===== src/rtl/core/qba_pkg.sv =====
// qba_pkg: types, codes and constants of the qubit burst allocator
// no dependencies
package qba_pkg;
    localparam int NumQnicsDef = 8;
    localparam int QubitsDef   = 64;
    localparam int LogDepth    = 64;

    localparam logic [1:0] FUNC_SHOOT  = 2'd0;
    localparam logic [1:0] FUNC_RESULT = 2'd1;
    localparam logic [1:0] FUNC_CLOSE  = 2'd2;

    localparam logic [1:0] KIND_EMIT   = 2'd0;
    localparam logic [1:0] KIND_RESULT = 2'd1;
    localparam logic [1:0] KIND_CLOSE  = 2'd2;

    localparam logic [1:0] PULSE_MID   = 2'd0;
    localparam logic [1:0] PULSE_BEGIN = 2'd1;
    localparam logic [1:0] PULSE_END   = 2'd2;
    localparam logic [1:0] PULSE_BOTH  = 2'd3;

    localparam logic [1:0] ST_OK       = 2'd0;
    localparam logic [1:0] ST_NOT_LOG  = 2'd1;
    localparam logic [1:0] ST_DBL_FREE = 2'd2;

    localparam logic REG_QUBITS_IN_USE = 1'b0;

    typedef struct packed {
        logic [1:0]  func;
        logic [2:0]  qnic;
        logic [15:0] trial;
        logic        first_shot;
        logic [5:0]  shot_index;
        logic        failed;
        logic [6:0]  reported_count;
    } t_in_item;

    typedef struct packed {
        logic [1:0]  kind;
        logic [5:0]  qubit;
        logic [1:0]  pulse;
        logic        succeeded;
        logic [6:0]  freed_count;
        logic [15:0] trial_now;
        logic [1:0]  status;
    } t_out_item;
endpackage


===== src/rtl/core/qba_if.sv =====
// qba_in_if / qba_out_if: valid-ready channels for items and results
// depends on qba_pkg
interface qba_in_if;
    logic valid;
    logic ready;
    qba_pkg::t_in_item data;
    modport source (output valid, output data, input ready);
    modport sink (input valid, input data, output ready);
endinterface



===== src/rtl/core/qba_front.sv =====
// qba_front: accepts items, drops out-of-range ones, two-entry queue to back
// depends on qba_pkg
module qba_front #(
    parameter int NUM_QNICS = 8
) (
    input  logic                i_clk,
    input  logic                i_rst_n,
    qba_in_if.sink              in_ch,
    output logic                o_q_valid,
    output qba_pkg::t_in_item   o_q_item,
    input  logic                i_q_pop
);
    import qba_pkg::*;

    t_in_item   r_q [2];
    logic [1:0] r_cnt;
    logic       r_rd;
    logic       push, keep;

    assign in_ch.ready = (r_cnt != 2'd2);
    // drop items for unknown interfaces or unused func
    assign keep = ({29'd0, in_ch.data.qnic} < NUM_QNICS) && (in_ch.data.func != 2'd3);
    assign push = in_ch.valid && in_ch.ready && keep;
    assign o_q_valid = (r_cnt != 2'd0);
    assign o_q_item  = r_q[r_rd];

    // queue pointers and storage
    always_ff @(posedge i_clk) begin
        if (!i_rst_n) begin
            r_cnt <= 2'd0;
            r_rd  <= 1'b0;
        end else begin
            r_cnt <= r_cnt + {1'b0, push} - {1'b0, i_q_pop};
            if (i_q_pop) r_rd <= ~r_rd;
        end
        if (push) r_q[r_rd ^ (r_cnt[0] ^ i_q_pop ? 1'b1 : 1'b0) ^ i_q_pop] <= in_ch.data;
    end
endmodule


===== src/flat_wrapper.sv =====
// flat-port wrapper written by rule: the top's interface ports become plain ports
module qba_front_flat import qba_pkg::*;
#(
    parameter int NUM_QNICS = 8
)
  (i_clk, i_rst_n, o_q_valid, o_q_item, i_q_pop, in_ch_valid, in_ch_data, in_ch_ready);
  qba_in_if in_ch_i ();
  input  logic i_clk;
  input  logic i_rst_n;
  output logic o_q_valid;
  output qba_pkg::t_in_item o_q_item;
  input  logic i_q_pop;
  input wire logic [$bits(in_ch_i.valid)-1:0] in_ch_valid;
  input wire logic [$bits(in_ch_i.data)-1:0] in_ch_data;
  output wire logic [$bits(in_ch_i.ready)-1:0] in_ch_ready;
  assign in_ch_i.valid = in_ch_valid;
  assign in_ch_i.data = in_ch_data;
  assign in_ch_ready = in_ch_i.ready;
  qba_front #(.NUM_QNICS(NUM_QNICS)) u_core (.i_clk(i_clk), .i_rst_n(i_rst_n), .in_ch(in_ch_i), .o_q_valid(o_q_valid), .o_q_item(o_q_item), .i_q_pop(i_q_pop));
endmodule

===== config.mk =====
export PLATFORM = sky130hd
export DESIGN_NAME = qba_front_flat
export DESIGN_NICKNAME = d
export VERILOG_FILES = /design/src/rtl/core/qba_pkg.sv /design/src/rtl/core/qba_if.sv /design/src/rtl/core/qba_front.sv /design/src/flat_wrapper.sv
export SDC_FILE = /design/constraint.sdc
export NUM_CORES = 1
export LEC_CHECK = 0
export ABC_AREA = 0
export BUFFER_PORTS_ARGS = -buffer_cell sky130_fd_sc_hd__clkbuf_2
export CORE_UTILIZATION = 47
export CTS_CLUSTER_DIAMETER = 40
export DETAILED_ROUTE_END_ITERATION = 12
export PLACE_DENSITY = 0.74
export SYNTH_ARGS = -nofsm -noshare
export SYNTH_HDL_FRONTEND = slang
export SYNTH_SLANG_ARGS = --single-unit

===== constraint.sdc =====
create_clock -name i_clk -period 3.5 [get_ports i_clk]
set_input_delay 0.35 -clock i_clk [delete_from_list [all_inputs] [get_ports i_clk]]
set_output_delay 0.35 -clock i_clk [all_outputs]
set_load 0.005 [all_outputs]

==> results.cfg <==
[yosys]
synth_area_per_cell_um2 = 22.12
synth_cell_types = 16
synth.ff_latch_count = 76
syn_area_um2 = 2964
synth_warnings = 0
netlist_instances = 134
synth_seq_area_share_pct = 75.64
synth_nets = 176

[power]
powerDensity_nw_per_um2 = 611.1
power.leakage_nw = 1.455
ir_worst_vdd_uv = 416.1

[setup_path]
worst-path-max-fanout = 30
cp_slowest_cell = dfxtp_2
cp_num_buf_inv = 2
worstSetupPathType = flop to primary output
crit_family = flip-flops
endpoint_kind = primary output
r2r_cells = 5
r2r_end = u_core.r_q[1][1]$_DFFE_PP_
cp-start-kind = flop
path_cells = buf_4 > mux2_4 > clkbuf_2
reg2reg_slack_ps = 1460
critPathRequiredTime_ps = 3150
r2r_start = u_core.r_cnt[0]$_SDFF_PN0_
crit_path_max_incr_delay_ps = 930
cp.arrival_ps = 2020

[worst_hold_path]
worstHoldStart = in_ch_data[31]
hold_path.class = primary input to flop
hold_depth = 1
worstHoldEndpoint = u_core.r_q[0][31]$_DFFE_PP_

[sta]
worstMarginPinSlew_ps = 932.0
relSlewSlack_pct = 37.87
rsz0062_at_grt = false
period_needed_ps = 2374
setup_slack_ps = 1126
final_hold_viol_count = 0
clock.fmax_ghz = 0.4212
min_period_over_period_pct = 67.83
finalMaxSlewViolations = 0
setup_viol = 0
setup_tns_ps = 0
clock_skew_ps = 6.435

[route]
wl_mm = 4.479
wire_per_inst_um = 14.88
vias_per_cell = 4.814
first_pass_iters = 4
drc_errors = 0
drt_iter0_drc = 89
vias = 1449
antenna_left = 0

[clock_network]
cts_tree = done
post_cts_resized = 0
hold_buffers = 0
worstSkewPairLatency_ps = 330
cts_setup_buffers = 0
cts.sink_count = 76
cts_made_buffers = 9
root_buffer = clkbuf_8
path_clk_slew_ps = 70
ctsLongestPathBuffers = 2
h-tree-depth = 3

[layout]
nFillCells = 446
nets = 263
drive_above_1_share_pct = 59.73
area_growth_pct = 21.40
num_antenna_cells = 0

[outcome]
status = completed

[global_route]
grt_use_total_pct = 14.25
antenna_found_initial = 0
grt_max_degree = 37
overflow = 0
grt_pass1_wl_mm = 6.458
grt_pass1_vias = 1388

[floorplan]
rows = 28
coreArea_um2 = 5991
die_w_um = 81.42
dieHeight_um = 81.42
die_area_um2 = 6628
ios = 78
initial_core_util_pct = 49.48

[placed_design]
portBuffers = 77
place.gp.congestion = 0.6867
pre_cts_ws_ps = 1359
dp_hpwl_mm = 2.944

[run]
maxCapViolations = 0
## state kept, by name (all words and copies together) (netlist names), named ones only
name	count
u_core.r_cnt	2
u_core.r_q	72
u_core.r_rd	1
## cells in the final DEF (no fill, tap or decap), types with 3 or more instances in the layout
cell,instances
dfxtp_1,3
buf_4,3
mux2_2,6
clkinv_2,4
inv_1,3
clkbuf_8,9
mux2_4,30
and2_1,3
clkbuf_2,77
edfxtp_1,72
## cell type report
cell class | instances | area, um^2 | area share (%)
Sequential cell | 76 | 2243 | 62.34
Multi-Input combinational cell | 51 | 683.2 | 18.98
Timing Repair Buffer | 80 | 407.9 | 11.34
Clock buffer | 10 | 127.6 | 3.547
Tap cell | 75 | 93.84 | 2.608
Clock inverter | 6 | 31.28 | 0.8693
Inverter | 3 | 11.26 | 0.3129
## cell usage after synthesis (all sizes together)
cell type   n  share of area [%]
edfxtp     72                 73
mux2       36                 17
buf         4                1.5
dfxtp       4                2.7
and2        3               0.63
inv         3               0.38
ha          2               0.84
nor2b       2               0.42
xnor3       2                1.5
a21bo       1               0.34
nor2        1               0.13
nor3        1               0.17
nor3b       1               0.42
or2         1               0.21
xor2        1               0.30
## cell families after synthesis
kind of cell / Yosys count / share of synthesized area [%]
adders and majority gates: 2 / 0.8441
xor gates and xnor gates: 3 / 1.815
AOI/OAI and AO/OA: 1 / 0.3377
DFF: 76 / 75.64
and+or+nand+nor: 9 / 1.984
muxes: 36 / 17.48
buffers and inverters: 7 / 1.899
## layer usage
metal  share of wire [%]  global-route usage, %  up-vias
met5                   0                      0        -
met4                 2.0                  9.286        0
met3                 5.1                  4.444       10
met2                  52                  23.25       44
met1                  41                  16.16      705
li1                    -                      -      690
## report_power, final
| part | total (mW) | internal [mW] | switching (mW) |
|---|---|---|---|
| clock network | 0.534 | 0.250 | 0.284 |
| logic | 0.435 | 0.236 | 0.199 |
| registers | 1.23 | 1.17 | 0.0560 |
## through the flow
| step | total power, mW | area [um^2] | hold slack, ps | cells | util (%) |
|---|---|---|---|---|---|
| after detailed placement | 1.693 | 3440 | 542.7 | 285 | 57.41 |
| after global placement | 1.676 | 3440 | 540.3 | 285 | 57.41 |
| after floorplan | 1.510 | 2969 | 448.9 | 134 | - |
| final | 2.199 | 3598 | 202.8 | 301 | 60.07 |
| after CTS | 2.226 | 3598 | 188.6 | 301 | 60.07 |
| after global routing | 2.304 | 3598 | 182.4 | 301 | 60.07 |
## worst max path at each step
stage	start	end	slack, ps	cells past startpoint
floorplan	i_q_pop	u_core.r_q[1][0]$_DFFE_PP_	740	3
global placement	i_q_pop	u_core.r_q[1][19]$_DFFE_PP_	1430	5
detailed placement	i_q_pop	u_core.r_q[1][21]$_DFFE_PP_	1360	5
CTS	flop	o_q_item[20]	1060	3
global route	flop	o_q_item[20]	980	3
finish	flop	o_q_item[20]	1130	3
Note: power is estimated with default switching activity, not from simulation.
